### src/rtl/core/ihc_pkg.sv
// ihc_pkg: shared types, codes and helper functions for the ipv4 header check
// no dependencies

package ihc_pkg;

    localparam int unsigned HdrWords      = 10;
    localparam int unsigned IdxW          = 4;
    localparam logic [3:0]  IpVersionFour = 4'd4;
    localparam logic [5:0]  MinHdrBytes   = 6'd20;
    localparam logic [16:0] LinkHdrBytes  = 17'd14;
    localparam logic [15:0] FragMask      = 16'h3FFF;
    localparam logic [15:0] SumGood       = 16'hFFFF;
    localparam logic [7:0]  ProtoIcmp     = 8'd1;
    localparam logic [7:0]  ProtoUdp      = 8'd17;

    typedef enum logic [2:0] {
        V_ACCEPT    = 3'd0,
        V_VERSION   = 3'd1,
        V_SHORT_HDR = 3'd2,
        V_FRAME     = 3'd3,
        V_HDR_TOTAL = 3'd4,
        V_CHECKSUM  = 3'd5,
        V_ADDRESS   = 3'd6
    } t_verdict;

    typedef enum logic [1:0] {
        C_ICMP  = 2'd0,
        C_UDP   = 2'd1,
        C_OTHER = 2'd2
    } t_proto_class;

    typedef enum logic [0:0] {
        REG_LOCAL_ADDR = 1'b0,
        REG_SUBNET     = 1'b1
    } t_cfg_idx;

    typedef struct packed {
        logic [7:0]  ver_len;
        logic [15:0] total_len;
        logic [15:0] frag;
        logic [7:0]  proto;
        logic [31:0] src;
        logic [31:0] dst;
        logic [15:0] frame_len;
        logic [15:0] csum;
    } t_hdr;

    function automatic logic [15:0] ones_add(input logic [15:0] a, input logic [15:0] b);
        logic [16:0] s;
        s = {1'b0, a} + {1'b0, b};
        return 16'(s[15:0] + {15'b0, s[16]});
    endfunction

    function automatic logic is_bcast(input logic [31:0] ip, input logic [31:0] lcl,
                                      input logic [31:0] mask);
        logic hit;
        if (ip == 32'h0 || ip == 32'hFFFF_FFFF) begin
            hit = 1'b1;
        end else if (ip == lcl) begin
            hit = 1'b0;
        end else begin
            hit = ((ip & mask) == (lcl & mask)) && ((ip & ~mask) == ~mask);
        end
        return hit;
    endfunction

endpackage

### src/rtl/core/ipv4_header_receive_check.sv
// ipv4_header_receive_check: one header word accepted per cycle while results drain,
// a sum and latch stage, then a check stage and result register; the tenth beat is
// latched into the header record, then the result beat is held in the result register until taken.
// throughput one beat per cycle while results drain; one result beat per header.
// synchronous active-low reset clears word count, sums, stage valids and config registers.
// depends on ihc_pkg, ihc_accum, ihc_verdict

module ipv4_header_receive_check import ihc_pkg::*; (
    input  logic        i_clk,
    input  logic        i_rst_n,
    input  logic        i_cfg_we,
    input  logic [0:0]  i_cfg_idx,
    input  logic [31:0] i_cfg_wdata,
    input  logic        i_in_valid,
    output logic        o_in_ready,
    input  logic [15:0] i_header_word,
    input  logic        i_first_word,
    input  logic [15:0] i_frame_length,
    output logic        o_out_valid,
    input  logic        i_out_ready,
    output logic [2:0]  o_verdict,
    output logic        o_is_fragment,
    output logic [1:0]  o_protocol_class,
    output logic [7:0]  o_protocol_number,
    output logic [15:0] o_datagram_length
);

    logic [31:0] r_local_addr;
    logic [31:0] r_subnet_mask;
    t_hdr        hdr;
    logic        hdr_vld;
    logic        hdr_adv;

    always_ff @(posedge i_clk) begin
        if (!i_rst_n) begin
            r_local_addr  <= '0;
            r_subnet_mask <= '0;
        end else if (i_cfg_we) begin
            unique case (t_cfg_idx'(i_cfg_idx))
                REG_LOCAL_ADDR: r_local_addr  <= i_cfg_wdata;
                REG_SUBNET:     r_subnet_mask <= i_cfg_wdata;
                default:        ;
            endcase
        end
    end

    ihc_accum u_accum (
        .i_clk          (i_clk),
        .i_rst_n        (i_rst_n),
        .i_in_valid     (i_in_valid),
        .i_header_word  (i_header_word),
        .i_first_word   (i_first_word),
        .i_frame_length (i_frame_length),
        .i_hdr_adv      (hdr_adv),
        .o_in_ready     (o_in_ready),
        .o_hdr          (hdr),
        .o_hdr_vld      (hdr_vld)
    );

    ihc_verdict u_verdict (
        .i_clk             (i_clk),
        .i_rst_n           (i_rst_n),
        .i_hdr             (hdr),
        .i_hdr_vld         (hdr_vld),
        .i_local_addr      (r_local_addr),
        .i_subnet_mask     (r_subnet_mask),
        .i_out_ready       (i_out_ready),
        .o_hdr_adv         (hdr_adv),
        .o_out_valid       (o_out_valid),
        .o_verdict         (o_verdict),
        .o_is_fragment     (o_is_fragment),
        .o_protocol_class  (o_protocol_class),
        .o_protocol_number (o_protocol_number),
        .o_datagram_length (o_datagram_length)
    );

    // stalled header record blocks input
    a_in_block: assert property (@(posedge i_clk) disable iff (!i_rst_n)
        (hdr_vld && !hdr_adv) |-> !o_in_ready)
        else $error("input taken while header record stalled");

    // header record moving on reaches the result register
    a_hdr_to_out: assert property (@(posedge i_clk) disable iff (!i_rst_n)
        (hdr_vld && hdr_adv) |=> o_out_valid)
        else $error("header record lost");

    // stalled header record holds its contents
    a_hdr_hold: assert property (@(posedge i_clk) disable iff (!i_rst_n)
        (hdr_vld && !hdr_adv) |=> (hdr_vld && $stable(hdr)))
        else $error("stalled header record changed");

    a_verdict_range: assert property (@(posedge i_clk) disable iff (!i_rst_n)
        o_out_valid |-> (o_verdict <= 3'd6 && o_protocol_class <= 2'd2))
        else $error("result code out of range");

endmodule

### src/rtl/core/ihc_accum.sv
// ihc_accum: word counter, running ones-complement sum and header field latches
// hands a complete header record to the check stage; depends on ihc_pkg

module ihc_accum import ihc_pkg::*; (
    input  logic        i_clk,
    input  logic        i_rst_n,
    input  logic        i_in_valid,
    input  logic [15:0] i_header_word,
    input  logic        i_first_word,
    input  logic [15:0] i_frame_length,
    input  logic        i_hdr_adv,
    output logic        o_in_ready,
    output t_hdr        o_hdr,
    output logic        o_hdr_vld
);

    logic [IdxW-1:0] r_idx, n_idx;
    logic [IdxW-1:0] cur_idx;
    t_hdr            r_acc, n_acc;
    t_hdr            r_hdr;
    logic            r_hdr_vld;
    logic            accept;
    logic            active;
    logic            done;

    assign o_in_ready = !r_hdr_vld || i_hdr_adv;
    assign accept     = i_in_valid && o_in_ready;
    assign cur_idx    = i_first_word ? '0 : r_idx;
    assign active     = cur_idx < IdxW'(HdrWords);
    assign done       = accept && active && (cur_idx == IdxW'(HdrWords - 1));

    always_comb begin
        n_acc = r_acc;
        n_idx = r_idx;
        if (accept) begin
            n_idx = cur_idx;
            if (active) begin
                if (cur_idx == '0) begin
                    n_acc.frame_len = i_frame_length;
                    n_acc.csum      = i_header_word;
                end else begin
                    n_acc.csum = ones_add(r_acc.csum, i_header_word);
                end
                case (cur_idx)
                    4'd0:    n_acc.ver_len   = i_header_word[15:8];
                    4'd1:    n_acc.total_len = i_header_word;
                    4'd3:    n_acc.frag      = i_header_word;
                    4'd4:    n_acc.proto     = i_header_word[7:0];
                    4'd6:    n_acc.src[31:16] = i_header_word;
                    4'd7:    n_acc.src[15:0]  = i_header_word;
                    4'd8:    n_acc.dst[31:16] = i_header_word;
                    4'd9:    n_acc.dst[15:0]  = i_header_word;
                    default: ;
                endcase
                n_idx = cur_idx + 1'b1;
            end
        end
    end

    always_ff @(posedge i_clk) begin
        if (!i_rst_n) begin
            r_idx     <= '0;
            r_acc     <= '0;
            r_hdr_vld <= 1'b0;
        end else begin
            r_idx <= n_idx;
            r_acc <= n_acc;
            if (done) begin
                r_hdr_vld <= 1'b1;
            end else if (i_hdr_adv) begin
                r_hdr_vld <= 1'b0;
            end
        end
    end

    always_ff @(posedge i_clk) begin
        if (done) begin
            r_hdr <= n_acc;
        end
    end

    assign o_hdr     = r_hdr;
    assign o_hdr_vld = r_hdr_vld;

endmodule

### src/rtl/core/ihc_verdict.sv
// ihc_verdict: header checks in priority order and the result register
// depends on ihc_pkg

module ihc_verdict import ihc_pkg::*; (
    input  logic        i_clk,
    input  logic        i_rst_n,
    input  t_hdr        i_hdr,
    input  logic        i_hdr_vld,
    input  logic [31:0] i_local_addr,
    input  logic [31:0] i_subnet_mask,
    input  logic        i_out_ready,
    output logic        o_hdr_adv,
    output logic        o_out_valid,
    output logic [2:0]  o_verdict,
    output logic        o_is_fragment,
    output logic [1:0]  o_protocol_class,
    output logic [7:0]  o_protocol_number,
    output logic [15:0] o_datagram_length
);

    logic         r_vld;
    t_verdict     r_verdict, n_verdict;
    t_proto_class r_class, n_class;
    logic         r_frag;
    logic [7:0]   r_proto;
    logic [15:0]  r_dlen;
    logic [5:0]   hlen;
    logic         dst_ok;
    logic         src_bad;

    assign o_hdr_adv = !r_vld || i_out_ready;
    assign hlen      = {i_hdr.ver_len[3:0], 2'b00};
    assign dst_ok    = (i_hdr.dst == i_local_addr) ||
                       is_bcast(i_hdr.dst, i_local_addr, i_subnet_mask);
    assign src_bad   = is_bcast(i_hdr.src, i_local_addr, i_subnet_mask);

    always_comb begin
        if (i_hdr.ver_len[7:4] != IpVersionFour) begin
            n_verdict = V_VERSION;
        end else if (hlen < MinHdrBytes) begin
            n_verdict = V_SHORT_HDR;
        end else if ({1'b0, i_hdr.frame_len} < ({1'b0, i_hdr.total_len} + LinkHdrBytes)) begin
            n_verdict = V_FRAME;
        end else if ({10'b0, hlen} > i_hdr.total_len) begin
            n_verdict = V_HDR_TOTAL;
        end else if (i_hdr.csum != SumGood) begin
            n_verdict = V_CHECKSUM;
        end else if (!dst_ok || src_bad) begin
            n_verdict = V_ADDRESS;
        end else begin
            n_verdict = V_ACCEPT;
        end
        if (i_hdr.proto == ProtoIcmp) begin
            n_class = C_ICMP;
        end else if (i_hdr.proto == ProtoUdp) begin
            n_class = C_UDP;
        end else begin
            n_class = C_OTHER;
        end
    end

    always_ff @(posedge i_clk) begin
        if (!i_rst_n) begin
            r_vld <= 1'b0;
        end else if (o_hdr_adv) begin
            r_vld <= i_hdr_vld;
        end
    end

    always_ff @(posedge i_clk) begin
        if (o_hdr_adv && i_hdr_vld) begin
            r_verdict <= n_verdict;
            r_class   <= n_class;
            r_frag    <= (i_hdr.frag & FragMask) != 16'h0;
            r_proto   <= i_hdr.proto;
            r_dlen    <= i_hdr.total_len;
        end
    end

    assign o_out_valid       = r_vld;
    assign o_verdict         = r_verdict;
    assign o_is_fragment     = r_frag;
    assign o_protocol_class  = r_class;
    assign o_protocol_number = r_proto;
    assign o_datagram_length = r_dlen;

endmodule
### config.mk
export PLATFORM = sky130hd
export DESIGN_NAME = ipv4_header_receive_check
export DESIGN_NICKNAME = d
export VERILOG_FILES = /design/src/rtl/core/ihc_pkg.sv /design/src/rtl/core/ipv4_header_receive_check.sv /design/src/rtl/core/ihc_accum.sv /design/src/rtl/core/ihc_verdict.sv
export SDC_FILE = /design/constraint.sdc
export NUM_CORES = 1
export LEC_CHECK = 0
export ABC_AREA = 1
export BUFFER_PORTS_ARGS = -buffer_cell sky130_fd_sc_hd__buf_2
export CAP_MARGIN = 40
export CORE_MARGIN = 2
export CORE_UTILIZATION = 30
export DETAILED_ROUTE_END_ITERATION = 12
export GPL_ROUTABILITY_DRIVEN = 0
export PLACE_DENSITY_LB_ADDON = 0.08
export SKIP_LAST_GASP = 1
export SLEW_MARGIN = 10
export SYNTH_ARGS = -nofsm -noshare
export SYNTH_HDL_FRONTEND = slang
export SYNTH_SLANG_ARGS = --single-unit
### constraint.sdc
create_clock -name i_clk -period 3.2 [get_ports i_clk]
set_clock_uncertainty 0.15 [all_clocks]
set_input_delay 0.16 -clock i_clk [delete_from_list [all_inputs] [get_ports i_clk]]
set_output_delay 0.16 -clock i_clk [all_outputs]
set_load 0.01 [all_outputs]
After elaboration in Yosys (flattened, before gate mapping)
Index checks and enable logic that the tools add are counted.
W data, S select, Z words.
- flip-flop bits (word level): 386
- word-level logic and storage cells: 110
- mux-type cells: 26
- bitwise logic cells: 7
- add/subtract/negate cells: 4
- eq/ne operators: 19
- reductions and logical operators: 23
- $lt $le $gt $ge: 4
- operator list (kind ; number):
    $mux W144 ; 2
    $eq A32 B32 Y1 ; 6
    $and A32 B32 Y32 ; 5
    $mux W16 ; 8
    $eq A32 B32 Y1 const B ; 2
    $logic_not A32 Y1 ; 2
    $not A32 Y32 ; 1
    $add A16 B16 Y17 ; 1
    $add A16 B4 Y17 const B ; 1
    $lt A16 B17 Y1 ; 1
    $add A16 B1 Y16 ; 1
    $gt A6 B16 Y1 ; 1
    $mux W8 ; 2
    $ne A16 B16 Y1 const B ; 1
    $reduce_bool A16 Y1 ; 1
    $eq A4 B3 Y1 const B ; 3
    $mux W3 ; 3
    $eq A4 B4 Y1 const B ; 2
    $eq A8 B1 Y1 const B ; 1
    $eq A8 B5 Y1 const B ; 1
    $mux W4 ; 2
    $logic_and A1 B1 Y1 ; 6
    $logic_or A1 B1 Y1 ; 6
    $lt A6 B5 Y1 const B ; 1
    other kinds (13) ; 23

Logic depth before layout (Yosys ltp)
- word-level depth: 14
- depth in mapped cells: 24
- gate-level depth less buffers: 24

Hierarchy
A second synthesis with hierarchy kept.
- cells, all modules: 2527
- area, all modules: 19463.7 µm²
- by module, submodules not included (module ; area each (µm²) ; sequential area each (µm²) ; cells an instance ; instances):
    ihc_accum ; 12139.1 ; 7307.0 ; 1286 ; 1
    ihc_verdict ; 4788.3 ; 920.9 ; 890 ; 1
    ipv4_header_receive_check ; 2536.2 ; 1281.2 ; 351 ; 1

Worst setup path before layout
OpenSTA, ideal clock, no wires.
- kind: reg2reg
- start: reg u_verdict.r_vld (netlist: u_verdict.o_out_valid)
- end: reg u_accum.r_hdr (netlist bit u_accum.o_hdr[39]), data pin
- setup slack: -0.291 ns
- arrival time: 3.211 ns
- setup time: 0.130 ns
- cell stages (with the launch flop): 10
- data required time: 2.920 ns
- path buffers: 1
- cells stage by stage: dfxtp_1 nand3_1 nand2_1 nor2_2 nand3_2 inv_2 buf_2 or2_1 o21ai_0 inv_1
- RTL lines (element ; line ; RTL):
    start, declared ; ihc_verdict.sv:21 ; logic r_vld;
    start signal, assigned ; ihc_verdict.sv:66 ; r_vld <= i_hdr_vld;
    end signal, assigned ; ihc_accum.sv:78 ; r_hdr <= n_acc;
    end, declared ; ihc_accum.sv:20 ; t_hdr r_hdr;

==> metrics.yaml <==
antenna_found_initial: 1
nFillCells: 6076
ys.flop_type: "dfxtp_1"
cts.sinks: 384
htreeDepth: 2
clkLatencyLatePin_ps: 580
slowest_stage: "dfxtp_2"
report.final.hold_viol_count: 0
hp-start: "i_header_word[0]"
cts_buffers: 44
synthTopCellsByArea: "edfxtp_1 (29%), dfxtp_1 (24%), nor2_1 (7.2%)"
worstSetupStartpointType: "flip-flop"
finalNetCount: 2467
reg2reg_to: "u_accum.o_hdr[15]"
synth_enable_flop_cells: 172
grt.total_usage_pct: 18.8
drive_gt1_share_pct: 16.1
hold_path_end: "u_accum.r_acc[104]"
first_pass_iters: 5
crit_fanout: 4
reg2reg_depth: 22
yosysWarnings: 0
register_area_sq_um: 9410
synth_area_leader_cell: "edfxtp_1"
io_pins: 103
p_total_w: 0.0113
grt_pass1_vias: 14600
cts_tree: "yes"
slowest_delay_ps: 340
syn_avg_cell_area_sq_um: 8.50
dp_hpwl_microns: 41400
cp.arrival_ps: 3310
maxSlewViolCount: 0
ir_drop_mv: 0.383
p_leak_nw: 9.80
wirelength_microns: 56700
rsz0062_at_grt: "true"
cp-end-kind: "flip-flop"
drcViolationCount: 0
synth_fa_ha_area_share_pct: 3.05
synth_top_family_by_area: "simple AND/OR/NAND/NOR gates"
num_vias: 14600
vias_per_cell: 4.62
ys_ff_latch: 384
whs_path_depth: 4
drv_cap: 0
path_clk_slew_ps: 60
cp_top_family: "simple AND/OR/NAND/NOR gates"
grt_overflow: 0
netlist_area_sq_um: 17900
grt_max_degree: 72
die_w_microns: 248
syn-instance-count: 2106
io_buffers: 102
rows: 89
pwr_density_cell_nw_per_um2: 509
clock_path_buffers: 3
crit_top_cell: "nand2_2"
core_sq_um: 59000
drt_iter0_markers: 847
cts_root_buf: "clkbuf_16"
synth_most_common_cell: "nor2_1"
muxShareOfSynthArea_pct: 0
crit_type: "flip-flop to flip-flop"
r2r_slack_ps: 60
routedWlPerCell_microns: 17.9
timing.final.crit_share_pct: 98.1
hold_path.class: "input pin to flip-flop"
die_y_microns: 248
synth_top_cell_area_share_pct: 28.8
placed_cells: 2989
synth_xor_area_share_pct: 3.77
die_area_sq_um: 61700
netlist_top_cells_count: "nor2_1 (344), nand2_1 (327), inv_1 (276), dfxtp_1 (212), edfxtp_1 (172)"
synth_nets: 2220
yosysSeqAreaShare_pct: 52.6
critical_path_buf_inv_count: 0
synth-simple-area-share_pct: 21.2
drtAntennaViolNets: 0
period_needed_ps: 3140
final_cells: 3162
floorplan.initialDensity_pct: 30.3
status: "complete, no violations"
reg2reg_from: "u_accum.r_acc[0]"
multi_input_area_sq_um: 7390
final_util_pct: 37.6
fmax_ghz: 0.319
ys_types: 45
slew_headroom_pct: 55.6
tightest_slew_ps: 666
async_flop_share_pct: 0
synth-compound-area-share_pct: 11.8
worstPathRequired_ps: 3380
grt_first_pass_wirelength_microns: 87300
area_growth_pct: 24.1
setup-violations-final: 0
path_cells: "ha_4, fa_2, nand2_2, nand2_2, nand3_2, nand2_2, nand2_2, nand2_2, a21oi_2, o21bai_1, ha_2, nand2_1, nor2_2, nand3_2, nor2_4, nand2_2, nor2_4, nand2_4, nor2_4, nand3_2, nand3_2, nand2_1"
==> per-layer routing <==
metal  vias up  GRT usage [%]  part of all wire (%)
met3       110           2.32                   3.1
met5         -              0                     0
met1      6803           24.5                    46
met2       268           31.4                    47
met4         0           7.98                   4.2
li1       7417              -                     -
==> registers in the layout, indices dropped and copies added (netlist names) <==
register                     count
u_accum.r_acc                  142
u_verdict.o_is_fragment          1
u_verdict.o_protocol_number      8
r_local_addr                    32
u_accum.o_hdr                  142
u_accum.o_hdr_vld                1
u_accum.r_idx                    4
u_verdict.o_datagram_length     16
u_verdict.o_protocol_class       2
r_subnet_mask                   32
u_verdict.o_out_valid            1
u_verdict.o_verdict              3
==> layout make-up <==
class	instances	area share [%]
Timing Repair Buffer	266	8.93
Tap cell	773	4.35
Antenna cell	1	0.0113
Clock inverter	17	0.513
Sequential cell	384	42.4
Multi-Input combinational cell	1369	33.2
Clock buffer	64	5.67
Inverter	288	4.90
==> report_power, final <==
part / switching (W) / internal [W]
combinational: 0.000675 / 0.000429
clock: 0.00209 / 0.00281
sequential: 0.000101 / 0.00521
total: 0.00286 / 0.00845
==> cells in the final DEF, fill, tap and decap left out, types with 10 or more instances in the layout <==
cell,n
nand3_1,36
buf_4,86
o21ai_1,12
clkbuf_1,14
nor2_2,10
dlygate4sd3_1,74
buf_2,102
nor2_1,339
nand4_1,43
a211oi_1,40
inv_2,12
o21ai_0,142
inv_1,274
nand3_2,11
nand2_2,13
or2_2,32
o22ai_1,14
or2_1,12
nand2_1,318
xnor2_1,28
nor2_4,11
a21oi_1,133
nor4_1,16
clkbuf_16,46
dfxtp_1,209
ha_1,33
xor2_1,49
edfxtp_1,172
nor3_1,15
==> worst min-delay path, cell delays in order <==
cell     delay, ps
buf_2          140
buf_4          190
o21ai_0        130
nor2_1          90
==> metrics by stage <==
step / setup TNS, ps / setup WS (ps) / hold WS [ps] / area [sq um]
floorplan: 0 / 143 / 145 / 17900
global placement: -493 / -167 / 246 / 19700
detailed placement: -1120 / -242 / 258 / 19700
CTS: -25.3 / -18.1 / 9.76 / 22000
global route: -1620 / -170 / 54.6 / 22200
finish: 0 / 61.8 / 23.7 / 22200
==> repair_timing <==
action                                  4_1_cts  5_1_grt
pin swaps                                    15       23
endpoints found under the setup margin       13       21
hold buffers                                 74        0
cloned                                        0        0
resized for setup                            26       26
hold endpoints to repair                    141        0
setup buffers                                 8        9
==> logic make-up (layout without fill, tap and decap cells) <==
logic type	count (synthesis)	in the layout
and+or+nand+nor	874	874
DFF	384	384
AOI/OAI and AO/OA	375	375
buffers and inverters	353	635
xor gates and xnor gates	77	77
adders and majority gates	43	43
other	0	1
==> worst max path at each step <==
stage | start | to | slack [ps] | depth (start not counted)
6_report | u_accum.r_acc[0] | u_accum.o_hdr[15] | 60 | 22
5_1_grt | u_accum.r_acc[0] | u_accum.r_acc[14] | -170 | 24
4_1_cts | u_accum.r_acc[0] | u_accum.o_hdr[14] | -20 | 23
3_5_place_dp | u_accum.r_acc[0] | u_accum.o_hdr[14] | -240 | 23
3_3_place_gp | u_accum.r_acc[0] | u_accum.o_hdr[14] | -170 | 23
2_1_floorplan | u_accum.r_acc[0] | u_accum.o_hdr[14] | 140 | 24
No activity file was read; power rests on OpenSTA's default activity.
